### config.mk
export PLATFORM = sky130hd
export DESIGN_NAME = wsf_ctrl
export DESIGN_NICKNAME = d
export VERILOG_FILES = /design/src/rtl/wsf_pkg.sv /design/src/rtl/wsf_ctrl.sv
export SDC_FILE = /design/constraint.sdc
export NUM_CORES = 1
export LEC_CHECK = 0
export ABC_AREA = 1
export CAP_MARGIN = 20
export CORE_AREA = 2 2 39 41
export DETAILED_ROUTE_END_ITERATION = 8
export DIE_AREA = 0 0 41 43
export DONT_BUFFER_PORTS = 1
export GPL_TIMING_DRIVEN = 0
export PLACE_DENSITY = 0.45
export SLEW_MARGIN = 25
export SYNTH_ARGS = -nofsm -noshare
export SYNTH_HDL_FRONTEND = slang
export SYNTH_SLANG_ARGS = --single-unit
### constraint.sdc
create_clock -name clk -period 2.2 [get_ports clk]
set_input_delay 0.44 -clock clk [delete_from_list [all_inputs] [get_ports clk]]
set_output_delay 0.44 -clock clk [all_outputs]
set_load 0.01 [all_outputs]
### src/rtl/wsf_pkg.sv
`timescale 1ns / 1ps
// ----------------------------------------------------------------------------
// wsf_pkg
// shared constants and types of the wheel speed filter and setpoint ramp
// ----------------------------------------------------------------------------
package wsf_pkg;

    localparam int MOTORS = 4;
    localparam int MIDX_W = (MOTORS > 1) ? $clog2(MOTORS) : 1;

    localparam int ADDR_W = 4;
    localparam int DATA_W = 32;

    localparam logic [1:0] REG_SPEED_PER_PULSE = 2'd0;
    localparam logic [1:0] REG_FILTER_GAIN     = 2'd1;
    localparam logic [1:0] REG_SLEW_LIMIT      = 2'd2;

    localparam logic [31:0] SPEED_PER_PULSE_RST = 32'd1306852;
    localparam logic [16:0] FILTER_GAIN_RST     = 17'd19661;
    localparam logic [15:0] SLEW_LIMIT_RST      = 16'd160;
    localparam logic [16:0] GAIN_ONE            = 17'd65536;

    localparam logic OP_TICK   = 1'b0;
    localparam logic OP_RESYNC = 1'b1;

    typedef struct packed {
        logic [31:0] speed_per_pulse;
        logic [16:0] filter_gain;
        logic [15:0] slew_limit;
    } cfg_t;

    typedef struct packed {
        logic capture;
        logic delta;
        logic mul_lo;
        logic mul_hi;
        logic raw;
        logic filt_mul;
        logic filt_acc;
        logic filt_rnd;
        logic commit;
    } cmd_t;

    typedef struct packed {
        logic skip;
        logic out_free;
    } status_t;

endpackage

### src/rtl/wsf_ctrl.sv
`timescale 1ns / 1ps
// ----------------------------------------------------------------------------
// wsf_ctrl
// sequencer stepping one item through delta, product, raw and filter stages
// ----------------------------------------------------------------------------
module wsf_ctrl
(
    input  logic              clk,
    input  logic              rst_n,
    input  logic              s_axis_tvalid,
    output logic              s_axis_tready,
    input  wsf_pkg::status_t  stat,
    output wsf_pkg::cmd_t     cmd
);

    typedef enum logic [3:0] {
        ST_IDLE,
        ST_DELTA,
        ST_MUL_LO,
        ST_MUL_HI,
        ST_RAW,
        ST_FILT_MUL,
        ST_FILT_ACC,
        ST_FILT_RND,
        ST_DONE
    } state_t;

    state_t state_reg;
    state_t state_next;

    always_comb
    begin
        state_next = state_reg;
        unique case (state_reg)
            ST_IDLE:     if (s_axis_tvalid) state_next = ST_DELTA;
            ST_DELTA:    state_next = stat.skip ? ST_DONE : ST_MUL_LO;
            ST_MUL_LO:   state_next = ST_MUL_HI;
            ST_MUL_HI:   state_next = ST_RAW;
            ST_RAW:      state_next = ST_FILT_MUL;
            ST_FILT_MUL: state_next = ST_FILT_ACC;
            ST_FILT_ACC: state_next = ST_FILT_RND;
            ST_FILT_RND: state_next = ST_DONE;
            ST_DONE:     if (stat.out_free) state_next = ST_IDLE;
            default:     state_next = ST_IDLE;
        endcase
    end

    always_ff @(posedge clk or negedge rst_n)
    begin
        if (!rst_n)
        begin
            state_reg <= ST_IDLE;
        end
        else
        begin
            state_reg <= state_next;
        end
    end

    assign s_axis_tready = (state_reg == ST_IDLE);

    always_comb
    begin
        cmd          = '0;
        cmd.capture  = (state_reg == ST_IDLE) && s_axis_tvalid;
        cmd.delta    = (state_reg == ST_DELTA);
        cmd.mul_lo   = (state_reg == ST_MUL_LO);
        cmd.mul_hi   = (state_reg == ST_MUL_HI);
        cmd.raw      = (state_reg == ST_RAW);
        cmd.filt_mul = (state_reg == ST_FILT_MUL);
        cmd.filt_acc = (state_reg == ST_FILT_ACC);
        cmd.filt_rnd = (state_reg == ST_FILT_RND);
        cmd.commit   = (state_reg == ST_DONE) && stat.out_free;
    end

endmodule

---- Word level (Yosys, flattened, before mapping) ----
Cells that the tools add are included.
cells by class
  reduce and logical (&&, ||, !) cells .... 4
  eq/ne operators ......................... 10
  mux-type cells .......................... 4
operators with widths
  cell                                                              number
  4-bit one-hot mux with 9 select lines                             1
  4-bit by 3-bit == test with 1-bit output (second input constant)  4
  4-bit two-way mux                                                 3
  4-bit by 2-bit == test with 1-bit output (second input constant)  2
  4-bit by 1-bit == test with 1-bit output (second input constant)  1
  4-bit == test (second input constant)                             1
  4-bit zero test                                                   1
  2-bit inequality test (second input constant)                     2
  1-bit logical AND                                                 2
  2-bit AND reduction                                               1
word-level totals
  output and inout port bits .............. 10
  register bits ........................... 4
  logic and storage cells ................. 19

---- Longest topological paths before layout ----
  word-level depth ........................ 3
  depth in mapped cells ................... 5

---- Worst setup path before layout ----
Ideal clock, no wire load.
  path type ............................... reg2out
  start point ............................. reg state_reg[1]
  end point ............................... out cmd[0] (netlist name)
  setup slack ............................. 0.910 ns
  required time ........................... 1.760 ns
  stages on the path, launching flop included .. 4
  data arrival time ....................... 0.850 ns
  path buffers ............................ 0
  cells stage by stage .................... dfrtp_1 > nor2_2 > nand3_1 > nor2_1
RTL lines
  element                   line            source
  start: declaration        wsf_ctrl.sv:28  state_t state_reg;
  start signal: assignment  wsf_ctrl.sv:56  state_reg <= state_next;
  end: declaration          wsf_ctrl.sv:13  output wsf_pkg::cmd_t cmd

==> impl_metrics.json <==
{
  "async_reset_ff_share_pct": 100,
  "first_pass_iters": 4,
  "cts_tree": "built",
  "maxCapViolCount": 0,
  "setup_violations": 0,
  "clockPowerShare_pct": 17.6,
  "p_seq_share_pct": 31.0,
  "worst_setup_path_start_kind": "flip-flop",
  "r2r-end": "state_reg[0]",
  "grt_usage_pct": 9.18,
  "cts_root_buf": "clkbuf_4",
  "area_growth_syn_to_layout_pct": 17.6,
  "design.core.area_um2": 1380,
  "via_count": 278,
  "end_kind": "output pin",
  "cp_data_arrival_time_ps": 1160,
  "drt_wl_total_um": 635,
  "clockBufferDepth": 2,
  "final_util_pct": 25.3,
  "timing.fmax_mhz": 625,
  "switching_power_uw": 255,
  "ys_ff_latch": 4,
  "ctsHoldBuffers": 1,
  "drtIter0Drc": 2,
  "grt_pass1_vias": 252,
  "reg2reg_from": "state_reg[1]",
  "netlist_area_um2": 298,
  "io_buffers": 0,
  "dp_hpwl_um": 517,
  "synth.area.top_cells": "dfrtp_1, inv_1, nand2_1",
  "slew_headroom_pct": 76.5,
  "finClkSkew_ps": 1.18,
  "synth_top_flop_cell": "dfrtp_1",
  "crit_start": "state_reg[1]",
  "setup.worst_path.class": "reg -> out",
  "final_area_um2": 350,
  "synth.most_common_cell": "inv_1",
  "hp-class": "in -> reg",
  "syn_inst": 46,
  "post-route-period-util_pct": 72.7,
  "clock_sinks": 4,
  "vdd_ir_drop_max_uv": 296,
  "leakagePower_uw": 0.000225,
  "power.density_nw_per_um2": 1440,
  "largest_reg_flops": 4,
  "wl_per_cell_um": 9.62,
  "internal_power_uw": 249,
  "finalNonFillerCells": 66,
  "syn-num-nets": 51,
  "setup.worst_path.end": "cmd[0]",
  "swShare_pct": 50.6,
  "setup_tns_ps": 0,
  "std_cell_rows": 14,
  "r2r_slack_ps": 1180,
  "cts.clk_slew.worst_paths_ps": 40,
  "period_minus_slack_ps": 1600,
  "dieHeight_um": 43,
  "maxSlewViolCount": 0,
  "grt_max_degree": 7,
  "gp_congestion": 0.670,
  "nets": 57,
  "die_area_um2": 1760,
  "yosysWarnings": 0,
  "ff2ff_path_depth": 4,
  "cts_made_buffers": 3,
  "required_ps": 1760,
  "drive_gt1_share_pct": 18.0,
  "pin_count": 15,
  "worstMarginPinSlew_ps": 350,
  "h-tree-depth": 1,
  "synth_edf_count": 0,
  "drc": 0,
  "pwr-share-comb_pct": 51.4,
  "syn_area_per_cell_um2": 6.47,
  "cts.repair.resized": 0,
  "synth_cell_types": 14,
  "netlist_top_cells_count": "inv_1, nand2_1, dfrtp_1, nand3_1",
  "diodes": 0,
  "hold_viol": 0,
  "critPathMaxFanout": 6,
  "synthDominantAreaCellType": "dfrtp_1",
  "insertion_delay_ps": 230,
  "status": "finished clean",
  "dp.cells": 62,
  "yosysTopAreaCellShare_pct": 33.6,
  "grt_pass1_wl_um": 1030,
  "grt_overflow": 0,
  "viasPerCell": 4.21,
  "cts_setup_buffers": 0,
  "die_x_um": 41,
  "placed_cell_area_um2": 318,
  "rsz0062_at_grt": "false",
  "start_util_pct": 21.5,
  "antenna_left": 0,
  "antenna_found_initial": 0,
  "yosysSeqAreaShare_pct": 33.6
}
[area by class of cell]
cell class	instances	area (um^2)
Clock buffer	3	22.5
Timing Repair Buffer	1	10.0
Multi-Input combinational cell	28	145
Sequential cell	4	100
Tap cell	16	20.0
Fill cell	160	1030
Inverter	14	52.6
[power by group through the flow]
stage,clock network (uW),registers (uW),logic [uW]
after detailed placement,0,157,263
after CTS,92.3,157,267
after floorplan,0,150,221
after global placement,0,156,263
after global routing,96.7,163,308
final,88.8,157,259
[stage by stage]
stage | setup slack (ps) | power, uW | hold WS (ps)
2_1_floorplan | 910 | 371 | 144
6_report | 600 | 504 | 392
5_1_grt | 503 | 568 | 418
3_3_place_gp | 838 | 419 | 145
3_5_place_dp | 832 | 421 | 145
4_1_cts | 582 | 516 | 402
[worst max-delay path: stages (launching register included)]
cell	delay, ps
dfrtp_1	440
nor2_2	210
nand3_1	90
nor2_1	190
[kinds of logic after synthesis]
kind of cell	count (synthesis)	synth area share, %
AND/OR/NAND/NOR	26	44.1
buffers and inverters	14	17.6
flip-flops	4	33.6
AO/OA/AOI/OAI	2	4.62
[worst min-delay path by stage]
stage | cells past startpoint | start | endpoint | slack (ps)
3_5_place_dp | 0 | rst_n | state_reg[2] | 140
6_report | 2 | stat[1] | state_reg[3] | 390
3_3_place_gp | 0 | rst_n | state_reg[2] | 140
4_1_cts | 2 | stat[1] | state_reg[3] | 400
5_1_grt | 2 | stat[1] | state_reg[3] | 420
2_1_floorplan | 0 | rst_n | state_reg[0] | 140
[per-layer routing]
layer | GRT usage, % | part of all wire [%] | up-vias
met5 | 0 | 0 | -
met4 | 6.00 | 0 | 0
met3 | 3.14 | 5.0 | 0
met2 | 10.9 | 47 | 8
met1 | 13.4 | 48 | 121
li1 | - | - | 149
[placed cells by master, fill, tap and decap left out, drive strengths merged]
| cell | Yosys | layout |
|---|---|---|
| clkbuf | 0 | 3 |
| dfrtp | 4 | 4 |
| dlygate4sd3 | 0 | 1 |
| inv | 14 | 14 |
| nand2 | 10 | 10 |
| nand3 | 4 | 4 |
| nand3b | 1 | 1 |
| nand4 | 2 | 2 |
| nor2 | 7 | 7 |
| nor3 | 2 | 2 |
| o21ai | 1 | 1 |
| o2bb2ai | 1 | 1 |
No activity file was read; power rests on OpenSTA's default activity.
