$ cat config.mk
export PLATFORM = sky130hd
export DESIGN_NAME = wsf_dpath
export DESIGN_NICKNAME = d
export VERILOG_FILES = /design/src/rtl/wsf_pkg.sv /design/src/rtl/wsf_dpath.sv
export SDC_FILE = /design/constraint.sdc
export NUM_CORES = 2
export LEC_CHECK = 0
export ABC_CLOCK_PERIOD_IN_PS = 15300
export BUFFER_PORTS_ARGS = -buffer_cell sky130_fd_sc_hd__buf_2
export CAP_MARGIN = 0
export CORE_ASPECT_RATIO = 1.1
export CORE_MARGIN = 10
export CORE_UTILIZATION = 30
export DETAILED_ROUTE_END_ITERATION = 12
export SKIP_LAST_GASP = 1
export SLEW_MARGIN = 15
export SYNTH_ARGS = -nofsm -noshare
export SYNTH_HDL_FRONTEND = slang
export SYNTH_SLANG_ARGS = --single-unit
export TNS_END_PERCENT = 5
$ cat constraint.sdc
create_clock -name clk -period 15.3 [get_ports clk]
set_input_delay 3.06 -clock clk [delete_from_list [all_inputs] [get_ports clk]]
set_output_delay 3.06 -clock clk [all_outputs]
set_load 0.005 [all_outputs]
$ cat src/rtl/wsf_pkg.sv
`timescale 1ns / 1ps
// ----------------------------------------------------------------------------
// wsf_pkg
// shared constants and types of the wheel speed filter and setpoint ramp
// ----------------------------------------------------------------------------
package wsf_pkg;

    localparam int MOTORS = 4;
    localparam int MIDX_W = (MOTORS > 1) ? $clog2(MOTORS) : 1;

    localparam int ADDR_W = 4;
    localparam int DATA_W = 32;

    localparam logic [1:0] REG_SPEED_PER_PULSE = 2'd0;
    localparam logic [1:0] REG_FILTER_GAIN     = 2'd1;
    localparam logic [1:0] REG_SLEW_LIMIT      = 2'd2;

    localparam logic [31:0] SPEED_PER_PULSE_RST = 32'd1306852;
    localparam logic [16:0] FILTER_GAIN_RST     = 17'd19661;
    localparam logic [15:0] SLEW_LIMIT_RST      = 16'd160;
    localparam logic [16:0] GAIN_ONE            = 17'd65536;

    localparam logic OP_TICK   = 1'b0;
    localparam logic OP_RESYNC = 1'b1;

    typedef struct packed {
        logic [31:0] speed_per_pulse;
        logic [16:0] filter_gain;
        logic [15:0] slew_limit;
    } cfg_t;

    typedef struct packed {
        logic capture;
        logic delta;
        logic mul_lo;
        logic mul_hi;
        logic raw;
        logic filt_mul;
        logic filt_acc;
        logic filt_rnd;
        logic commit;
    } cmd_t;

    typedef struct packed {
        logic skip;
        logic out_free;
    } status_t;

endpackage

$ cat src/rtl/wsf_dpath.sv
`timescale 1ns / 1ps
// ----------------------------------------------------------------------------
// wsf_dpath
// per-wheel state, ramp, scaled encoder delta, moving average, result register
// ----------------------------------------------------------------------------
module wsf_dpath
(
    input  logic              clk,
    input  logic              rst_n,
    input  wsf_pkg::cfg_t     cfg,
    input  wsf_pkg::cmd_t     cmd,
    output wsf_pkg::status_t  stat,
    input  logic [63:0]       s_axis_tdata,
    input  logic              s_axis_tuser,
    output logic              m_axis_tvalid,
    input  logic              m_axis_tready,
    output logic [79:0]       m_axis_tdata
);

    logic [31:0]        last_count_reg [wsf_pkg::MOTORS];
    logic signed [23:0] smoothed_reg   [wsf_pkg::MOTORS];
    logic signed [23:0] ramp_reg       [wsf_pkg::MOTORS];

    logic                      op_reg;
    logic [1:0]                motor_reg;
    logic [31:0]               count_reg;
    logic signed [23:0]        target_reg;
    logic                      skip_reg;

    logic                      neg_reg;
    logic [31:0]               mag_reg;
    logic signed [23:0]        ramp_new_reg;
    logic [48:0]               pp_lo_reg;
    logic [47:0]               pp_hi_reg;
    logic signed [23:0]        raw_reg;
    logic signed [41:0]        fprod_reg;
    logic signed [41:0]        acc_reg;
    logic signed [23:0]        filt_reg;

    logic                      out_valid_reg;
    logic [79:0]               out_data_reg;

    logic [wsf_pkg::MIDX_W-1:0] idx;
    logic                       served;
    logic                       skip_now;
    logic signed [23:0]         ramp_cur;
    logic signed [23:0]         smooth_cur;
    logic [31:0]                delta;
    logic [31:0]                mag_next;
    logic signed [25:0]         ramp_up;
    logic signed [25:0]         ramp_dn;
    logic signed [25:0]         target_x;
    logic signed [23:0]         ramp_new_next;
    logic [48:0]                pp_lo_next;
    logic [47:0]                pp_hi_next;
    logic [64:0]                prod_sum;
    logic [52:0]                rmag;
    logic signed [23:0]         raw_next;
    logic [16:0]                alpha;
    logic signed [24:0]         fdiff;
    logic signed [41:0]         fprod_next;
    logic signed [41:0]         acc_next;
    logic signed [41:0]         rnd_bias;
    logic signed [41:0]         rnd_sum;

    assign idx        = wsf_pkg::MIDX_W'(motor_reg);
    assign served     = (32'(motor_reg) < wsf_pkg::MOTORS);
    assign skip_now   = (op_reg == wsf_pkg::OP_RESYNC) || !served;
    assign ramp_cur   = ramp_reg[idx];
    assign smooth_cur = smoothed_reg[idx];

    // wrapped delta as sign and magnitude
    assign delta    = count_reg - last_count_reg[idx];
    assign mag_next = delta[31] ? (32'd0 - delta) : delta;

    // slew-limited setpoint
    assign ramp_up  = 26'(ramp_cur) + 26'($signed({10'b0, cfg.slew_limit}));
    assign ramp_dn  = 26'(ramp_cur) - 26'($signed({10'b0, cfg.slew_limit}));
    assign target_x = 26'(target_reg);

    always_comb
    begin
        priority if (ramp_cur < target_reg)
            ramp_new_next = (ramp_up > target_x) ? target_reg : ramp_up[23:0];
        else if (ramp_cur > target_reg)
            ramp_new_next = (ramp_dn < target_x) ? target_reg : ramp_dn[23:0];
        else
            ramp_new_next = ramp_cur;
    end

    // 32x32 product in two 32x16 halves, rounding offset folded into the low half
    assign pp_lo_next = 49'(48'(mag_reg) * 48'(cfg.speed_per_pulse[15:0])) + 49'd2048;
    assign pp_hi_next = 48'(mag_reg) * 48'(cfg.speed_per_pulse[31:16]);
    assign prod_sum   = 65'(pp_lo_reg) + {1'b0, pp_hi_reg, 16'b0};
    assign rmag       = prod_sum[64:12];

    always_comb
    begin
        priority if (!neg_reg)
            raw_next = (rmag > 53'd8388607) ? 24'sh7FFFFF : $signed(rmag[23:0]);
        else if (rmag > 53'd8388608)
            raw_next = 24'sh800000;
        else
            raw_next = $signed(24'd0 - rmag[23:0]);
    end

    // moving average: old + alpha * (raw - old), all scaled by 2^16
    assign alpha      = (cfg.filter_gain > wsf_pkg::GAIN_ONE) ? wsf_pkg::GAIN_ONE
                                                              : cfg.filter_gain;
    assign fdiff      = 25'(raw_reg) - 25'(smooth_cur);
    assign fprod_next = 42'($signed({1'b0, alpha})) * 42'(fdiff);
    assign acc_next   = $signed({{2{smooth_cur[23]}}, smooth_cur, 16'b0}) + fprod_reg;
    assign rnd_bias   = acc_reg[41] ? 42'sd32767 : 42'sd32768;
    assign rnd_sum    = acc_reg + rnd_bias;

    always_ff @(posedge clk)
    begin
        if (cmd.capture)
        begin
            op_reg     <= s_axis_tuser;
            motor_reg  <= s_axis_tdata[1:0];
            count_reg  <= s_axis_tdata[33:2];
            target_reg <= $signed(s_axis_tdata[57:34]);
        end
        if (cmd.delta)
        begin
            neg_reg      <= delta[31];
            mag_reg      <= mag_next;
            ramp_new_reg <= ramp_new_next;
        end
        if (cmd.mul_lo)
            pp_lo_reg <= pp_lo_next;
        if (cmd.mul_hi)
            pp_hi_reg <= pp_hi_next;
        if (cmd.raw)
            raw_reg <= raw_next;
        if (cmd.filt_mul)
            fprod_reg <= fprod_next;
        if (cmd.filt_acc)
            acc_reg <= acc_next;
        if (cmd.filt_rnd)
            filt_reg <= rnd_sum[39:16];
    end

    always_ff @(posedge clk or negedge rst_n)
    begin
        if (!rst_n)
        begin
            skip_reg <= 1'b0;
        end
        else if (cmd.delta)
        begin
            skip_reg <= skip_now;
        end
    end

    always_ff @(posedge clk or negedge rst_n)
    begin
        if (!rst_n)
        begin
            for (int i = 0; i < wsf_pkg::MOTORS; i++)
            begin
                last_count_reg[i] <= '0;
                smoothed_reg[i]   <= '0;
                ramp_reg[i]       <= '0;
            end
        end
        else if (cmd.commit && served)
        begin
            last_count_reg[idx] <= count_reg;
            if (op_reg == wsf_pkg::OP_RESYNC)
            begin
                smoothed_reg[idx] <= '0;
                ramp_reg[idx]     <= '0;
            end
            else
            begin
                smoothed_reg[idx] <= filt_reg;
                ramp_reg[idx]     <= ramp_new_reg;
            end
        end
    end

    // result register
    always_ff @(posedge clk or negedge rst_n)
    begin
        if (!rst_n)
        begin
            out_valid_reg <= 1'b0;
        end
        else if (cmd.commit)
        begin
            out_valid_reg <= 1'b1;
        end
        else if (m_axis_tready)
        begin
            out_valid_reg <= 1'b0;
        end
    end

    always_ff @(posedge clk)
    begin
        if (cmd.commit)
        begin
            if (skip_reg)
                out_data_reg <= {6'b0, 72'b0, motor_reg};
            else
                out_data_reg <= {6'b0, filt_reg, raw_reg, ramp_new_reg, motor_reg};
        end
    end

    assign m_axis_tvalid = out_valid_reg;
    assign m_axis_tdata  = out_data_reg;
    assign stat.skip     = skip_now;
    assign stat.out_free = !out_valid_reg || m_axis_tready;

`ifndef SYNTHESIS
    logic signed [25:0] ramp_dev;
    logic signed [25:0] step_x;

    assign ramp_dev = 26'(ramp_new_reg) - 26'(ramp_cur);
    assign step_x   = 26'($signed({10'b0, cfg.slew_limit}));

    a_commit_shows_result: assert property (@(posedge clk) disable iff (!rst_n)
        cmd.commit |=> m_axis_tvalid)
        else $error("committed item did not reach the result register");

    a_skip_zero_fields: assert property (@(posedge clk) disable iff (!rst_n)
        cmd.commit && skip_reg |=> m_axis_tdata[73:2] == 72'b0)
        else $error("resync or unserved wheel reported non-zero speeds");

    a_ramp_bounded: assert property (@(posedge clk) disable iff (!rst_n)
        cmd.commit && !skip_reg |-> (ramp_dev <= step_x) && (ramp_dev >= -step_x))
        else $error("setpoint moved by more than one ramp step");

    a_no_commit_while_stalled: assert property (@(posedge clk) disable iff (!rst_n)
        m_axis_tvalid && !m_axis_tready |-> !cmd.commit)
        else $error("result overwritten while still waiting");
`endif

endmodule

======== After elaboration in Yosys (flattened, before gate mapping) ========
Index checks and enable logic that the tools add are counted.
storage, ports and cells
  register bits after elaboration ......... 747
  input port bits ......................... 142
  output and inout bits ................... 83
  logic and storage cells ................. 90
cells by class
  add/sub/neg operators ................... 10
  $mul .................................... 3
  order comparisons ....................... 9
  muxes and demuxes ....................... 30
  bitwise operators ....................... 4
  reductions and logical operators ........ 4
operator list
  operator                  number
  $mux W24                  12
  $and A96 B96 Y96          2
  $bwmux W96                2
  $mux W96                  2
  $bwmux W128               1
  $bmux W24 S2              2
  $mul A32 B16 Y48          2
  $mux W32                  3
  $not A96 Y96              1
  $add A49 B64 Y65          1
  $bmux W32 S2              1
  $demux W32 S2             1
  $gt A53 B23 Y1 const B    1
  $gt A53 B24 Y1 const B    1
  $add A48 B12 Y49 const B  1
  $demux W24 S2             1
  $add A40 B42 Y42          1
  $mul A18 B25 Y42          1
  $add A40 B17 Y40          1
  $sub A1 B32 Y32 const A   1
  $sub A32 B32 Y32          1
  $mux W31                  1
  $add A24 B17 Y25          1
  $gt A25 B24 Y1            1
  other kinds (17)          18

======== Longest topological paths before layout ========
  depth after elaboration ................. 9
  mapped depth ............................ 43
  mapped depth without buffers ............ 38

======== Least setup slack after synthesis ========
OpenSTA, ideal clock, no wires.
  kind .................................... register -> register
  from .................................... register motor_reg[0], in the netlist idx[0]
  to ...................................... register fprod_reg[41], data pin
  setup time .............................. 0.259 ns
  data arrival time ....................... 11.240 ns
  required time ........................... 15.041 ns
  slack ................................... 3.801 ns
  stages on the path, launching flop included .. 40
  buffers on the path ..................... 6
  period minus slack after synthesis ...... 11.499 ns
  cells stage by stage .................... edfxtp_1 -> buf_1 -> buf_1 -> clkbuf_1 -> buf_1 -> mux4_2 -> inv_1 -> ha_1 -> nor2b_1 -> o21ai_0 -> a21boi_0 -> o21ai_0 -> a21oi_1 -> o2111ai_1 -> a31oi_1 -> a41oi_1 -> a21oi_1 -> a311oi_1 -> [... 4 more ...] -> inv_1 -> fa_1 -> clkbuf_1 -> xnor2_1 -> xnor2_1 -> fa_1 -> fa_1 -> inv_1 -> fa_1 -> inv_1 -> ha_1 -> or2_2 -> a21oi_1 -> a31oi_1 -> and4_1 -> a2111oi_0 -> a21oi_1 -> xnor2_1
on the way
  longest elaborated chain between the ends .. 6
ends and longest elaborated chain
  element                                       RTL line          source
  start, declared                               wsf_dpath.sv:25   logic [1:0] motor_reg;
  start signal, assigned                        wsf_dpath.sv:121  motor_reg <= s_axis_tdata[1:0];
  $not A2 Y3 (implied by the code)              wsf_dpath.sv:70   assign smooth_cur = smoothed_reg[idx];
  $bmux W24 S2                                  wsf_dpath.sv:70
  $mux W24 (implied by the code) (2 in series)  wsf_dpath.sv:70
  $sub A24 B24 Y25                              wsf_dpath.sv:110  assign fdiff = 25'(raw_reg) - 25'(smooth_cur);
  $mul A18 B25 Y42                              wsf_dpath.sv:111  assign fprod_next = 42'($signed({1'b0, alpha})) * 42'(fdiff);
  named net fprod_next[41]                      wsf_dpath.sv:61   logic signed [41:0] fprod_next;
  end signal, assigned                          wsf_dpath.sv:138  fprod_reg <= fprod_next;
  end, declared                                 wsf_dpath.sv:36   logic signed [41:0] fprod_reg;
The timed path passes the listed nets, and every way through them passes these cells. The select of a mux whose other input is x is not followed.
A chain may end at the register's enable or synchronous reset.

======== Worst setup path after layout ========
Ends and elaborated chain as after synthesis.

==> impl_metrics.env <==
export IMPL_outcome="finished clean"
export IMPL_ioPinCount=225
export IMPL_synth_top_area_share_pct=29.3
export IMPL_dr_pass1_iters=6
export IMPL_multi_input_area_sq_um=57900
export IMPL_min_path_type="register to register"
export IMPL_period_share_pct=74.4
export IMPL_core_rowCount=205
export IMPL_cpMostUsedCell="fa_1"
export IMPL_setup_viol=0
export IMPL_rsz0062_at_grt="false"
export IMPL_crit_fanout=34
export IMPL_htreeDepth=3
export IMPL_nNetsFinal=10800
export IMPL_antenna_found_initial=34
export IMPL_layout_commonest_cell="inv_1"
export IMPL_dieArea_sq_um=306000
export IMPL_seq_area_sq_um=20300
export IMPL_holdBufCountCts=0
export IMPL_drc_errors=0
export IMPL_start_util_pct=30.1
export IMPL_worst_pin_slew_ns=1.25
export IMPL_path_class="register to register"
export IMPL_synth_edf_count=406
export IMPL_cts_buffers_inserted=78
export IMPL_required_ns=15.70
export IMPL_viasPerCell=4.86
export IMPL_fin_tns_setup_ns=0
export IMPL_maxSlewViolCount=0
export IMPL_dr_wl_met3_microns=11300
export IMPL_first_global_vias=63600
export IMPL_clkLatencyLatePin_ns=0.68
export IMPL_clock_sinks=728
export IMPL_cts_root_buffer="clkbuf_16"
export IMPL_grt_pass1_wl_microns=367000
export IMPL_min_from="fprod_reg[13]"
export IMPL_die_y_microns=579
export IMPL_wl_met2_microns=115000
export IMPL_final_cell_mix="1502 x inv_1, 1283 x nand2_1, 1248 x fa_1"
export IMPL_drt_wl_total_microns=232000
export IMPL_syn_avg_cell_area_sq_um=9.71
export IMPL_fin_crit_ns=11.39
export IMPL_io_buffers=212
export IMPL_synth_area_leaders="fa_1 29%, edfxtp_1 14%, dfrtp_1 9.5%"
export IMPL_ant_nets=0
export IMPL_gp_congestion=0.880
export IMPL_synth_async_reset_ratio_pct=44.2
export IMPL_r2r_start="idx[0]"
export IMPL_grt_ovfl_total=0
export IMPL_synth_top_cell_by_area="fa_1"
export IMPL_max_stage_delay_ns=0.71
export IMPL_n_fill_cell=29400
export IMPL_ys_types=86
export IMPL_top_layer="met5"
export IMPL_skew_ns=0.0441
export IMPL_fp_coreArea_sq_um=283000
export IMPL_drive_gt1_share_pct=7.75
export IMPL_grt_usage_pct=15.1
export IMPL_synth_cells=8775
export IMPL_max_slew_margin_pct=16.1
export IMPL_post_cts_setup_buffers=0
export IMPL_wl_met1_microns=96100
export IMPL_chipWidth_microns=528
export IMPL_wire_per_inst_microns=18.4
export IMPL_yosysWarnings=0
export IMPL_cp_end_kind="register"
export IMPL_ys_ff_latch=728
export IMPL_area_growth_synth_to_final_pct=8.87
export IMPL_vias=61100
export IMPL_ys_flop_type="edfxtp_1"
export IMPL_grt_max_degree=167
export IMPL_maxCapViolations=0
export IMPL_hpwl_microns=175000
export IMPL_synth_seq_area_share_pct=23.8
export IMPL_critPathLaunch="idx[0]"
export IMPL_fmax_mhz=87.8
export IMPL_ctsLongestPathBuffers=3
export IMPL_largest_register_ffs=128
export IMPL_clk_pin_slew_ns=0.06
export IMPL_hold_viol_final=0
export IMPL_cts_tree="built"
export IMPL_crit_slowest_cell="fa_1"
export IMPL_cp_start_kind="register"
export IMPL_cp_arrival_ns=11.79
export IMPL_post_cts_resized=0
export IMPL_syn_area_sq_um=85200
export IMPL_drtIter0Drc=4137
## logic make-up (layout without fill, tap and decap cells)
logic type	count (synthesis)	count (layout)	share of synthesized area, %
AOI/OAI and AO/OA	1065	1065	7.76
xor gates and xnor gates	322	322	3.31
adders and majority gates	1860	1860	38.3
buffers and inverters	1896	1956	8.40
DFF	728	728	23.8
muxes	246	246	4.25
other	1	16	0.00440
and+or+nand+nor	2657	2657	14.2
## worst max-delay path: cells and delay by family, from the launching register on
| family | cells | cell delay [ns] |
|---|---|---|
| compound gates | 10 | 2.92 |
| xor+xnor | 3 | 1.08 |
| fa+ha+maj | 7 | 3.49 |
| buf+inv | 6 | 1.25 |
| flops | 1 | 0.66 |
| mux | 1 | 0.63 |
| simple gates | 4 | 1.03 |
## through the flow
step | area [sq um] | util [%] | hold slack [ns] | cells | worst slack (ns)
2_1_floorplan | 85200 | - | 0.400 | 8780 | 3.80
5_1_grt | 92800 | 32.8 | 0.427 | 12600 | 3.16
3_5_place_dp | 90300 | 31.9 | 0.405 | 12400 | 3.74
3_3_place_gp | 90300 | 31.9 | 0.403 | 12400 | 3.83
6_report | 92800 | 32.8 | 0.420 | 12600 | 3.91
4_1_cts | 92700 | 32.8 | 0.420 | 12600 | 3.77
## routing by layer
metal | track usage [%] | up-vias
met1 | 19.1 | 31200
li1 | - | 27900
met2 | 26.3 | 1608
met3 | 1.91 | 435
met5 | 0 | -
met4 | 5.67 | 8
## final timing paths
check                      cells past startpoint  slack, ns            endpoint
min                                            0       0.42         acc_reg[13]
max reg2reg                                   31       3.91       fprod_reg[41]
min reg2reg                                    0       0.42         acc_reg[13]
max                                           31       3.91       fprod_reg[41]
max in group asynchronous                      2      11.42  last_count_reg[24]
min in group asynchronous                      1       2.37        ramp_reg[77]
## cell usage after synthesis (11+ instances only)
| cell | count |
|---|---|
| a211o_1 | 13 |
| a211oi_1 | 32 |
| a21boi_0 | 12 |
| a21o_1 | 100 |
| a21oi_1 | 273 |
| a31oi_1 | 31 |
| a41oi_1 | 11 |
| and2_1 | 347 |
| and3_1 | 34 |
| buf_1 | 17 |
| clkbuf_1 | 367 |
| dfrtp_1 | 322 |
| edfxtp_1 | 406 |
| fa_1 | 1248 |
| ha_1 | 606 |
| inv_1 | 1502 |
| mux2_2 | 129 |
| mux2i_1 | 37 |
| mux4_2 | 80 |
| nand2_1 | 1283 |
| nand2b_1 | 96 |
| nand3_1 | 78 |
| nand4_1 | 42 |
| nor2_1 | 477 |
| nor2b_1 | 108 |
| nor3_1 | 71 |
| nor4_1 | 26 |
| o211ai_1 | 15 |
| o21a_1 | 59 |
| o21ai_0 | 351 |
| o21bai_1 | 29 |
| o31a_1 | 17 |
| o31ai_1 | 11 |
| or2_2 | 25 |
| or3_1 | 26 |
| xnor2_1 | 229 |
| xor2_1 | 93 |
## cell type report
class | instances | share of cell area [%]
multi-input cells | 6156 | 62.4
flip-flops and latches | 728 | 21.8
inverters | 1502 | 6.08
well taps | 3726 | 5.03
clock buffers | 112 | 2.34
repair buffers | 311 | 1.97
clock inverters | 31 | 0.309
diodes | 10 | 0.0270
Power is not shown: default switching activity piles up to over one toggle a cycle in this logic, so the estimate is an artifact.
