==> src/rtl/wsf_pkg.sv <==
`timescale 1ns / 1ps
// ----------------------------------------------------------------------------
// wsf_pkg
// shared constants and types of the wheel speed filter and setpoint ramp
// ----------------------------------------------------------------------------
package wsf_pkg;

    localparam int MOTORS = 4;
    localparam int MIDX_W = (MOTORS > 1) ? $clog2(MOTORS) : 1;

    localparam int ADDR_W = 4;
    localparam int DATA_W = 32;

    localparam logic [1:0] REG_SPEED_PER_PULSE = 2'd0;
    localparam logic [1:0] REG_FILTER_GAIN     = 2'd1;
    localparam logic [1:0] REG_SLEW_LIMIT      = 2'd2;

    localparam logic [31:0] SPEED_PER_PULSE_RST = 32'd1306852;
    localparam logic [16:0] FILTER_GAIN_RST     = 17'd19661;
    localparam logic [15:0] SLEW_LIMIT_RST      = 16'd160;
    localparam logic [16:0] GAIN_ONE            = 17'd65536;

    localparam logic OP_TICK   = 1'b0;
    localparam logic OP_RESYNC = 1'b1;

    typedef struct packed {
        logic [31:0] speed_per_pulse;
        logic [16:0] filter_gain;
        logic [15:0] slew_limit;
    } cfg_t;

    typedef struct packed {
        logic capture;
        logic delta;
        logic mul_lo;
        logic mul_hi;
        logic raw;
        logic filt_mul;
        logic filt_acc;
        logic filt_rnd;
        logic commit;
    } cmd_t;

    typedef struct packed {
        logic skip;
        logic out_free;
    } status_t;

endpackage

==> src/rtl/wsf_cfg.sv <==
`timescale 1ns / 1ps
// ----------------------------------------------------------------------------
// wsf_cfg
// register file for gain, scale and ramp step behind a simple bus port
// ----------------------------------------------------------------------------
module wsf_cfg
(
    input  logic                          clk,
    input  logic                          rst_n,
    input  logic                          psel,
    input  logic                          penable,
    input  logic                          pwrite,
    input  logic [wsf_pkg::ADDR_W-1:0]    paddr,
    input  logic [wsf_pkg::DATA_W-1:0]    pwdata,
    output logic [wsf_pkg::DATA_W-1:0]    prdata,
    output logic                          pready,
    output wsf_pkg::cfg_t                 cfg
);

    logic [31:0] speed_per_pulse_reg;
    logic [16:0] filter_gain_reg;
    logic [15:0] slew_limit_reg;
    logic [1:0]  reg_idx;
    logic        wr_en;

    assign pready  = 1'b1;
    assign reg_idx = paddr[3:2];
    assign wr_en   = psel && penable && pwrite && pready;

    always_ff @(posedge clk or negedge rst_n)
    begin
        if (!rst_n)
        begin
            speed_per_pulse_reg <= wsf_pkg::SPEED_PER_PULSE_RST;
            filter_gain_reg     <= wsf_pkg::FILTER_GAIN_RST;
            slew_limit_reg      <= wsf_pkg::SLEW_LIMIT_RST;
        end
        else if (wr_en)
        begin
            unique case (reg_idx)
                wsf_pkg::REG_SPEED_PER_PULSE: speed_per_pulse_reg <= pwdata;
                wsf_pkg::REG_FILTER_GAIN:     filter_gain_reg     <= pwdata[16:0];
                wsf_pkg::REG_SLEW_LIMIT:      slew_limit_reg      <= pwdata[15:0];
                default:                      ;
            endcase
        end
    end

    always_comb
    begin
        unique case (reg_idx)
            wsf_pkg::REG_SPEED_PER_PULSE: prdata = speed_per_pulse_reg;
            wsf_pkg::REG_FILTER_GAIN:     prdata = {15'b0, filter_gain_reg};
            wsf_pkg::REG_SLEW_LIMIT:      prdata = {16'b0, slew_limit_reg};
            default:                      prdata = '0;
        endcase
    end

    assign cfg.speed_per_pulse = speed_per_pulse_reg;
    assign cfg.filter_gain     = filter_gain_reg;
    assign cfg.slew_limit      = slew_limit_reg;

endmodule

==> config.mk <==
export PLATFORM = sky130hd
export DESIGN_NAME = wsf_cfg
export DESIGN_NICKNAME = d
export VERILOG_FILES = /design/src/rtl/wsf_pkg.sv /design/src/rtl/wsf_cfg.sv
export SDC_FILE = /design/constraint.sdc
export NUM_CORES = 1
export LEC_CHECK = 0
export ABC_CLOCK_PERIOD_IN_PS = 2330
export BUFFER_PORTS_ARGS = -buffer_cell sky130_fd_sc_hd__buf_2
export CAP_MARGIN = 20
export CORE_MARGIN = 2
export CORE_UTILIZATION = 50
export CTS_CLUSTER_SIZE = 30
export DETAILED_ROUTE_END_ITERATION = 10
export GPL_ROUTABILITY_DRIVEN = 0
export PLACE_DENSITY = 0.85
export SLEW_MARGIN = 40
export SYNTH_ARGS = -nofsm -noshare
export SYNTH_HDL_FRONTEND = slang
export SYNTH_SLANG_ARGS = --single-unit
==> constraint.sdc <==
create_clock -name clk -period 2.33 [get_ports clk]
set_input_delay 0.233 -clock clk [delete_from_list [all_inputs] [get_ports clk]]
set_output_delay 0.233 -clock clk [all_outputs]
set_load 0.02 [all_outputs]
# --- After elaboration in Yosys (flattened, before gate mapping) ---
# Index checks and enable logic that the tools add are counted.
word_totals:
  register_bits: 65
  in_bits: 41
  output_inout_bits: 98
  elab_cells: 12
op_classes:
  n_eq_ne: 2
  mux: 1
  reduce_logical: 6
op_table:
  columns: ["operator", "n"]
  rows:
  - ["$pmux W32 S3", 1]
  - ["$reduce_and A2 Y1", 3]
  - ["$eq A2 B1 Y1 const B", 1]
  - ["$eq A2 B2 Y1 const B", 1]
  - ["$logic_and A1 B1 Y1", 2]
  - ["$logic_not A2 Y1", 1]

# --- Longest topological paths before layout ---
# Gate-level depths: netlist of the first run.
depth:
  word_depth: 3
  depth_mapped: 5
  depth_no_buf: 3

# --- Worst setup path before layout of the first run ---
# OpenSTA, ideal clock, no wires.
synth_timing:
  path_type: "input to output"
  from: "input port paddr[2] (netlist bit)"
  to: "output port prdata[12] (netlist bit)"
  t_arrival_ps: 1156
  t_required_ps: 2097
  path_slack_ps: 941
  path_stages: 4
  n_path_buf: 2
  cell_sequence: "buf_6 buf_4 mux2i_1 o21ai_0"
synth_via:
  elab_chain_len: 2
  elab_cells_between_ends: 4
  cone_classes: "eq/ne (2); mux (1); reduce/logical (1)"
synth_lines:
  columns: ["item", "line", "text"]
  rows:
  - ["start, declared", "wsf_cfg.sv:13", "input logic [wsf_pkg::ADDR_W-1:0] paddr,"]
  - ["$eq A2 B2 Y1 (tied with other cells)", "wsf_cfg.sv:51", "unique case (reg_idx)"]
  - ["$pmux W32 S3 (*)", "wsf_cfg.sv:51", null]
  - ["end, declared", "wsf_cfg.sv:15", "output logic [wsf_pkg::DATA_W-1:0] prdata,"]
# Every way passes the cells marked *; elsewhere a longest branch is shown, timed or not.

# --- Worst setup path in the final report of the first run ---
layout_timing:
  from: "input port paddr[2] (netlist bit)"
  to: "output port prdata[14] (netlist bit)"
# Same word-level chain as after synthesis.

==> metrics.cfg, run 1 <==
[cells_and_area]
stdcell_count=440
largest_reg_flops=32
num-fill-cells=464
nets=401
area_growth_syn_to_layout_pct=32.88
num_antenna_cells=0
drive_gt1_share_pct=65.21
final_util_pct=67.56

[routing]
vias=2222
avgRoutedWirePerCell_um=15.73
first_pass_iters=4
drtIter0Drc=56
viasPerCell=5.050
drc=0
final_antenna_net_count=0
wirelength_um=6922

[floorplanning]
core-area_um2=5816
start_util_pct=50.84
die-height_um=80.90
io-pin-count=139
row_count=28
fp.dieArea_um2=6544
die_w_um=80.90

[place]
place_inst=423
port_buffers=135
dpl.hpwl_um=5075

[yosys]
synthXorXnorAreaFrac_pct=0
ys_types=19
synthesis.area_um2=2957
synth.avg_cell_area_um2=13.75
yosysMostFrequentCell=mux2_2
synth_top_family_by_area=multiplexers
yosysSeqAreaShare_pct=55.90
syn_inst=215
synth_edf_count=0
ys_ff_latch=65
ys_top_cells_by_area=dfrtp_1 37%, mux2_2 20%, dfstp_2 19%, mux2i_1 5.8%, mux2_1 5.0%
synthMuxAreaShare_pct=30.51
yosys.area_share.simple_pct=7.617
synthArstFlopShare_pct=100.0
yosys.area_share.adder_pct=0
synth_top_area_share_pct=37.24
synthTopCellsByCount=52 x mux2_2, 44 x dfrtp_1, 21 x dfstp_2
synth_nets=256
synth_compound_area_share_pct=2.708
synth_area_leader_cell=dfrtp_1
ys_warn_count=0
synth_ff_type=dfrtp_1

[global_routing]
grt_overflow=0
grt_max_degree=36
grt_use_total_pct=21.83
grt_pass1_vias=2220
antenna_found_initial=0
grt_pass1_wl_um=10610

[clock_tree]
clockBufferDepth=2
cts.reportedPaths.clkPinSlew_ns=0.07
clock_latency_ns=0.33
cts.sinks=65
cts_tree=yes
htree_num_levels=3
postCtsSetupBuffers=0
cts-root-buf=clkbuf_8
cts_resized=0
numCtsBuffers=9

[worst_setup_path]
crit_type=input port to output pin
cp-startpoint=paddr[2]
crit_arrival_ns=1.56
worstReg2RegStart=slew_limit_reg[12]
cp.required_ns=2.10
cp_max_fo=14
crit_path_start_kind=input port
cp-end-kind=output pin

[sta]
fmaxAchievable_mhz=556.7
period_share_pct=77.10
slew-limit-headroom_pct=52.78
timing.setup.tns_ns=0
skew_ns=0
hold_violations=0
setup_viol=0
drv_slew=0
timing.final.crit_period_ns=1.796
rsz0062_at_grt=no
tightest_slew_ns=0.7083

[power_and_ir_drop]
seqPwrFrac_pct=43.7
p_switching_uw=1339
p_per_area_nw_per_um2=958.8
ir_drop_uv=672.2
clock_power_share_pct=23.2
p_int_uw=2428
leakagePower_uw=0.001994
swShare_pct=35.55
combPwrFrac_pct=33.1

[min_path]
hp-class=input port to flip-flop
holdCritStartpoint=pwdata[31]

[run_status]
status=completed

[run]
max-cap-violations=0

## through the flow
step	setup WS, ns	hold slack, ns	instance area (um2)	power (uW)
after detailed placement	0.4528	0.3166	3735	2922
after floorplan	0.9411	-0.06259	2957	2427
after CTS	0.5296	0.1108	3929	3795
final	0.5336	0.1194	3929	3767
after global placement	0.4970	0.3067	3735	2876
after global routing	0.4807	0.1066	3929	3972
## kinds of logic after synthesis
| logic type | count (synthesis) |
|---|---|
| AOI/OAI and AO/OA | 16 |
| and+or+nand+nor | 38 |
| muxes | 82 |
| buffers and inverters | 13 |
| other | 1 |
| DFF | 65 |
## area by class of cell
| type | instances | area [um2] | share of cell area [%] |
|---|---|---|---|
| clock buffer | 13 | 168.9 | 4.299 |
| clock inverter | 3 | 15.01 | 0.3822 |
| multi-input combinational | 137 | 1217 | 30.99 |
| sequential | 65 | 1653 | 42.07 |
| tap | 75 | 93.84 | 2.389 |
| timing repair buffer | 147 | 780.7 | 19.87 |
## metal layers
layer | wire length (um) | global-route usage, % | vias up
li1 | - | - | 1033
met1 | 2863 | 26.34 | 1105
met4 | 106 | 7.797 | 0
met5 | 0 | 0 | -
met3 | 349 | 6.556 | 10
met2 | 3603 | 37.11 | 74
## timing repair
item                                    in CTS  in global routing
endpoints found under the setup margin       0                  0
hold endpoints to repair                    16                  0
hold buffers                                 1                  0
## layout by cell type (no fill, tap or decap), types with 2 or more instances in the layout
cell | Yosys | routed
nand2_1 | 16 | 16
nor2_1 | 2 | 2
dfstp_2 | 21 | 21
nor3b_4 | 2 | 2
o21ai_0 | 15 | 15
mux2i_1 | 17 | 17
mux2_2 | 52 | 52
dfrtp_1 | 44 | 44
mux2_1 | 13 | 13
clkbuf_8 | 0 | 12
buf_4 | 5 | 10
and2_1 | 15 | 15
buf_2 | 2 | 135
clkinv_2 | 0 | 3
## critical path, stage by stage
cell and delay [ns]:
buf_2 0.40, buf_4 0.30, nor2b_1 0.08, buf_4 0.19, nand2_1 0.08, o21ai_0 0.08, buf_2 0.18
## power by group through the flow
stage	Sequential (uW)	Clock [uW]	Combinational, uW
final	1650	872	1250
after global routing	1690	949	1340
after CTS	1650	887	1260
after detailed placement	1660	0	1260
after global placement	1640	0	1230
after floorplan	1980	0	449
## path summary, 6_finish.rpt
| kind | slack, ns | endpoint | depth (start not counted) |
|---|---|---|---|
| min | 0.12 | speed_per_pulse_reg[31] | 2 |
| max reg2reg | 1.52 | slew_limit_reg[12] | 1 |
| min reg2reg | 0.51 | slew_limit_reg[14] | 1 |
| max in group asynchronous | 1.13 | speed_per_pulse_reg[20] | 3 |
| max | 0.53 | prdata[14] | 7 |
| min in group asynchronous | 0.50 | slew_limit_reg[2] | 2 |
Power figures use the tool's default switching activity.
==> inputs of run 2 (changes only) <==
--- a/config.mk
+++ b/config.mk
@@ -5,15 +5,16 @@
 export SDC_FILE = /design/constraint.sdc
 export NUM_CORES = 1
 export LEC_CHECK = 0
-export ABC_CLOCK_PERIOD_IN_PS = 2330
+export ABC_AREA = 1
+export ABC_CLOCK_PERIOD_IN_PS = 1850
 export BUFFER_PORTS_ARGS = -buffer_cell sky130_fd_sc_hd__buf_2
 export CAP_MARGIN = 20
 export CORE_MARGIN = 2
-export CORE_UTILIZATION = 50
+export CORE_UTILIZATION = 47
 export CTS_CLUSTER_SIZE = 30
 export DETAILED_ROUTE_END_ITERATION = 10
 export GPL_ROUTABILITY_DRIVEN = 0
-export PLACE_DENSITY = 0.85
+export PLACE_DENSITY = 0.8
 export SLEW_MARGIN = 40
 export SYNTH_ARGS = -nofsm -noshare
 export SYNTH_HDL_FRONTEND = slang
==> constraint.sdc (replaced) <==
create_clock -name clk -period 1.85 [get_ports clk]
set_input_delay 0.185 -clock clk [delete_from_list [all_inputs] [get_ports clk]]
set_output_delay 0.185 -clock clk [all_outputs]
set_load 0.02 [all_outputs]
==> run 2 against run 1 <==
Effect of this change:
- die area increased by 8.0%
- sequential cell count unchanged
- via count increased by 31%
- register-to-register slack got worse by 0.41 ns
- power increased by 21%
- design area increased by 0.57%
- first-iteration DRC count increased by 110%
- count of clock-buffer cells in the layout decreased by 2
==> metrics.cfg, run 2 <==
[clock_tree]
clockBufferDepth=2  ; unchanged
cts-root-buf=clkbuf_8
cts.sinks=65  ; unchanged
cts_resized=0  ; unchanged
htree_num_levels=3  ; unchanged
cts_tree=yes
clock_latency_ns=0.33  ; about the same
cts.reportedPaths.clkPinSlew_ns=0.08  ; about the same
numCtsBuffers=9  ; unchanged

[global_routing]
grt_pass1_wl_um=13210  ; +24%
grt_use_total_pct=23.49  ; +1.7 points
grtUsageMet2_pct=40.33  ; +3.2 points
met3_usage_pct=4.748  ; -1.8 points
antenna_found_initial=0  ; unchanged
top_usage_layer=met2
grt_pass1_vias=2796  ; +26%
grt_max_degree=66  ; +83%
grt_use_met1_pct=28.52  ; +2.2 points
grt_overflow=0  ; unchanged

[min_path]
hold_path_end=speed_per_pulse_reg[29]
holdCritStartpoint=pwdata[29]
min_path_cells=3  ; +1
hp-class=input port to flip-flop

[yosys]
ys_warn_count=0  ; unchanged
synth_area_leader_cell=dfrtp_1
synth_ff_type=dfrtp_1
ys_ff_latch=65  ; unchanged
ys_types=16  ; -3
synth.avg_cell_area_um2=7.706  ; -44%
synth_nets=432  ; +69%
synthTopCellsByCount=247 x nand2_1, 44 x dfrtp_1, 21 x dfstp_2
synthMuxAreaShare_pct=0  ; -31 points
synth_edf_count=0  ; unchanged
yosys.area_share.simple_pct=38.58  ; +31 points
synth_compound_area_share_pct=0  ; -2.7 points
ys_top_cells_by_area=dfrtp_1 37%, nand2_1 31%, dfstp_2 18%, nand3_1 2.7%, inv_1 2.1%
synthesis.area_um2=3013  ; +1.9%
synth_top_family_by_area=simple AND/OR/NAND/NOR gates
yosysSeqAreaShare_pct=54.86  ; -1.0 points
synthXorXnorAreaFrac_pct=0  ; unchanged
yosys.area_share.adder_pct=0  ; unchanged
synth_top_area_share_pct=36.54  ; -0.70 points
yosysMostFrequentCell=nand2_1
syn_inst=391  ; +82%
synthArstFlopShare_pct=100.0  ; unchanged

[cells_and_area]
finalInstanceArea_um2=3951  ; +0.57%
drive_gt1_share_pct=36.07  ; -29 points
final_cell_mix=247 x nand2_1, 135 x buf_2, 44 x dfrtp_1
num_antenna_cells=0  ; unchanged
largest_reg_flops=32  ; unchanged
num-fill-cells=573  ; +23%
nets=571  ; +42%
area_growth_syn_to_layout_pct=31.15
final_common_cell=nand2_1

[floorplanning]
io-pin-count=139  ; unchanged
core-area_um2=6277  ; +7.9%
die-height_um=84.07  ; +3.9%
row_count=29  ; +3.6%
fp.dieArea_um2=7067  ; +8.0%
start_util_pct=48.00  ; -2.8 points
die_w_um=84.07  ; +3.9%

[sta]
timing.final.crit_period_ns=1.385
period_share_pct=74.87
rsz0062_at_grt=no
timing.setup.tns_ns=0  ; unchanged
setup_viol=0  ; unchanged
fmaxAchievable_mhz=722.0
hold_violations=0  ; unchanged
skew_ns=0  ; unchanged
drv_slew=0  ; unchanged

[routing]
avgRoutedWirePerCell_um=13.08  ; -17%
first_pass_iters=5  ; +1
final_antenna_net_count=0  ; unchanged
drc=0  ; unchanged
drtIter0Drc=119  ; +110%
wirelength_um=8004  ; +16%
viasPerCell=4.768  ; -5.6%
vias=2918  ; +31%

[worst_setup_path]
crit_path_start_kind=flip-flop
crit_type=flip-flop to output pin
rr_endpoint=speed_per_pulse_reg[20]
path_cells=nand2_1 > nand3_1 > buf_2
worstReg2RegStart=speed_per_pulse_reg[20]
cp-end-kind=output pin
cpPeakStageDelay_ns=0.55  ; +0.15 ns
cp_max_fo=3  ; -11
slowest_stage=dfstp_2
crit_arrival_ns=1.20  ; -0.36 ns
cp.required_ns=1.66  ; -0.44 ns
reg2reg_depth=2  ; +1
r2r_slack_ns=1.11  ; -0.41 ns

[place]
place_area_um2=3744  ; +0.23%
dpl.hpwl_um=5447  ; +7.3%
port_buffers=135  ; unchanged

[run]
max-cap-violations=0  ; unchanged

[power_and_ir_drop]
leakagePower_uw=0.002354  ; +18%
p_per_area_nw_per_um2=1157  ; +21%
ir_drop_uv=585.0  ; -13%

[run_status]
status=completed

==> run 2: cell count changes after synthesis, sizes merged, moves of 17 or more <==
cell	delta
mux2i	-17
mux2	-65
nor2	+18
inv	+20
nand2	+237
==> run 2: worst max path at each step <==
stage | cells past startpoint | endpoint | slack, ns | startpoint
floorplan | 2 | prdata[17] | 0.74 | speed_per_pulse_reg[17]
global placement | 6 | prdata[10] | 0.47 | paddr[3]
detailed placement | 7 | slew_limit_reg[8] | 0.45 | paddr[2]
CTS | 3 | prdata[10] | 0.44 | filter_gain_reg[10]
global route | 7 | prdata[10] | 0.38 | paddr[3]
finish | 3 | prdata[15] | 0.46 | speed_per_pulse_reg[15]
==> run 2: layer usage <==
layer  wire (um)  vias up
met3         539       10
li1            -     1443
met5           0        -
met1        3295     1356
met4         108        0
met2        4060      109
==> run 2: cell families (layout without fill, tap and decap cells) <==
kind of cell,count (synthesis),in the layout
other,1,1
and+or+nand+nor,290,290
buffers and inverters,35,179
DFF,65,65
==> run 2: worst max-delay path: cells and delay by family (launching register included) <==
kind / cells / cell delay [ns]
flops: 1 / 0.55
buf+inv: 1 / 0.18
simple gates: 2 / 0.14
==> run 2: layout make-up <==
class / instances / area [um2] / area share [%]
flip-flops and latches: 65 / 1653 / 41.83
multi-input cells: 291 / 1166 / 29.51
repair buffers: 143 / 763.2 / 19.32
clock inverters: 5 / 56.30 / 1.425
clock buffers: 11 / 141.4 / 3.578
well taps: 77 / 96.34 / 2.438
inverters: 20 / 75.07 / 1.900
==> run 2: stage by stage <==
| step | cells | power [uW] | util (%) | hold WS, ns | setup slack, ns |
|---|---|---|---|---|---|
| global route | 612 | 4826 | 62.95 | 0.03971 | 0.3845 |
| CTS | 612 | 4611 | 62.95 | 0.03405 | 0.4449 |
| floorplan | 391 | 2847 | - | -0.1106 | 0.7401 |
| detailed placement | 595 | 3408 | 59.64 | 0.2265 | 0.4497 |
| global placement | 595 | 3367 | 59.64 | 0.2217 | 0.4663 |
| finish | 612 | 4570 | 62.95 | 0.04635 | 0.4649 |
==> run 2: what timing repair did <==
item,in CTS,in global routing
setup buffers,0,0
hold buffers,1,0
hold endpoints to repair,44,0
==> run 2: report_power, final <==
| group | switching (uW) | internal [uW] | total, uW |
|---|---|---|---|
| Clock | 535 | 658 | 1190 |
| Sequential | 232 | 1780 | 2010 |
| Combinational | 912 | 451 | 1360 |
==> inputs of run 3 (changes only) <==
--- a/config.mk
+++ b/config.mk
@@ -6,7 +6,7 @@
 export NUM_CORES = 1
 export LEC_CHECK = 0
 export ABC_AREA = 1
-export ABC_CLOCK_PERIOD_IN_PS = 1850
+export ABC_CLOCK_PERIOD_IN_PS = 1400
 export BUFFER_PORTS_ARGS = -buffer_cell sky130_fd_sc_hd__buf_2
 export CAP_MARGIN = 20
 export CORE_MARGIN = 2
==> constraint.sdc (replaced) <==
create_clock -name clk -period 1.4 [get_ports clk]
set_input_delay 0.14 -clock clk [delete_from_list [all_inputs] [get_ports clk]]
set_output_delay 0.14 -clock clk [all_outputs]
set_load 0.02 [all_outputs]
==> run 3 against run 2 <==
Effect of this change:
- count of clock-buffer cells in the layout grew 1
- highest routed layer unchanged
- worst hold slack lost 0.036 ns
- final cell count grew 1.3%
- largest power group unchanged
- via count grew 3.4%
- critical path depth is the same
- die area is the same
- combinational power grew 35%
==> metrics.cfg, run 3 (synthesis results as in run 2) <==
[cells_and_area]
stdcell_count=620  ; +1.3%
num-fill-cells=541  ; -5.6%
final_cell_mix=247 x nand2_1, 135 x buf_2, 44 x dfrtp_1
final_util_pct=64.70  ; +1.8 points
seqCellArea_um2=1653  ; unchanged
drive_gt1_share_pct=35.73  ; -0.35 points
final_common_cell=nand2_1
nets=580  ; +1.6%
num_antenna_cells=0  ; unchanged
multiInputGateArea_um2=1166  ; unchanged
largest_reg_flops=32  ; unchanged
area_growth_syn_to_layout_pct=34.80

[routing]
first_pass_iters=4  ; -1
drc=0  ; unchanged
avgRoutedWirePerCell_um=13.27  ; +1.4%
drtIter0Drc=137  ; +15%
viasPerCell=4.866  ; +2.1%
wirelength_um=8226  ; +2.8%
final_antenna_net_count=0  ; unchanged
vias=3017  ; +3.4%

[sta]
fmaxAchievable_mhz=748.6
timing.final.crit_period_ns=1.336
hold-worst-slack_ns=0.01071  ; -0.03564 ns
drv_slew=0  ; unchanged
hold_violations=0  ; unchanged
rsz0062_at_grt=no
skew_ns=0  ; unchanged
timing.setup.tns_ns=0  ; unchanged
setup_viol=0  ; unchanged
period_share_pct=95.42

[power_and_ir_drop]
swShare_pct=36.97  ; +0.24 points
clock_power_share_pct=23.4  ; -2.7 points
combPwrFrac_pct=31.3  ; +1.5 points
ir_drop_uv=804.2  ; +37%
leakagePower_uw=0.002399  ; +1.9%
p_int_uw=3704  ; +28%
seqPwrFrac_pct=45.3  ; +1.2 points
p_per_area_nw_per_um2=1447  ; +25%
p_switching_uw=2173  ; +29%

[place]
dpl.hpwl_um=5684  ; +4.4%
port_buffers=135  ; unchanged
place_inst=597  ; +0.34%

[clock_tree]
cts_resized=0  ; unchanged
clockBufferDepth=2  ; unchanged
cts-root-buf=clkbuf_8
cts_tree=yes
numCtsBuffers=9  ; unchanged
cts.reportedPaths.clkPinSlew_ns=0.07  ; about the same
cts.sinks=65  ; unchanged
clock_latency_ns=0.32  ; about the same
postCtsSetupBuffers=0  ; unchanged
cts_hold_buffers=8  ; +7
htree_num_levels=3  ; unchanged

[floorplanning]
row_count=29  ; unchanged
core-area_um2=6277  ; unchanged
fp.dieArea_um2=7067  ; unchanged
die-height_um=84.07  ; unchanged
die_w_um=84.07  ; unchanged
start_util_pct=48.00  ; unchanged
io-pin-count=139  ; unchanged

[worst_setup_path]
crit_path_start_kind=flip-flop
cpPeakStageDelay_ns=0.55  ; about the same
cp_max_fo=3  ; unchanged
path_buf_inv=1  ; unchanged
cp-end-kind=output pin
path_delay_family=flip-flops
cp.required_ns=1.26  ; -0.40 ns
crit_type=flip-flop to output pin
crit_arrival_ns=1.20  ; about the same
path_cells=nand2_1 > nand3_1 > buf_2
slowest_stage=dfstp_2

[run]
max-cap-violations=0  ; unchanged

[global_routing]
grt_pass1_wl_um=13830  ; +4.7%
antenna_found_initial=0  ; unchanged
grt_pass1_vias=3008  ; +7.6%
grt_overflow=0  ; unchanged
grt_use_total_pct=24.76  ; +1.3 points
grt_max_degree=66  ; unchanged

[run_status]
status=completed

[min_path]
hp-class=input port to flip-flop

run 3: layout make-up:
class	count	share of cell area [%]
inverter	20	1.848
tap	77	2.372
clock inverter	3	0.4313
clock buffer	12	3.820
sequential	65	40.70
timing repair buffer	152	22.12
multi-input combinational	291	28.71
run 3: worst paths after layout:
check | startpoint | endpoint | slack (ns) | depth (start not counted)
worst min register to register | speed_per_pulse_reg[5] | speed_per_pulse_reg[5] | 0.47 | 2
worst max-delay path | filter_gain_reg[0] | prdata[0] | 0.06 | 3
worst max register to register | filter_gain_reg[14] | filter_gain_reg[14] | 0.66 | 2
min in group asynchronous | rst_n | speed_per_pulse_reg[9] | 0.36 | 3
max in group asynchronous | rst_n | speed_per_pulse_reg[2] | 0.72 | 3
worst min-delay path | pwdata[26] | speed_per_pulse_reg[26] | 0.01 | 3
run 3: worst register-to-register path, stage by stage (launching register included):
cell	delay, ns
dfstp_2	0.55
nand2_1	0.06
nand2_1	0.07
run 3: power groups by stage:
stage | registers, uW | logic [uW] | clock network, uW
6_report | 2660 | 1840 | 1370
5_1_grt | 2720 | 2010 | 1500
4_1_cts | 2660 | 1860 | 1410
3_5_place_dp | 2680 | 1850 | 0
3_3_place_gp | 2670 | 1800 | 0
2_1_floorplan | 3140 | 619 | 0
run 3: per-layer routing:
| layer | share of wire, % | wire (um) | track usage (%) | vias to the layer above |
|---|---|---|---|---|
| li1 | - | - | - | 1460 |
| met1 | 39 | 3225 | 28.97 | 1417 |
| met2 | 51 | 4190 | 42.78 | 126 |
| met3 | 7.8 | 644 | 5.638 | 14 |
| met4 | 2.0 | 165 | 11.73 | 0 |
| met5 | 0 | 0 | 0 | - |
run 3: through the flow:
stage	setup slack, ns	power [uW]	area (um2)
final	0.06409	5877	4061
after global routing	0.01717	6228	4061
after CTS	0.05957	5931	4061
after detailed placement	0.1951	4526	3809
after global placement	0.2186	4469	3809
after floorplan	0.3351	3762	3013
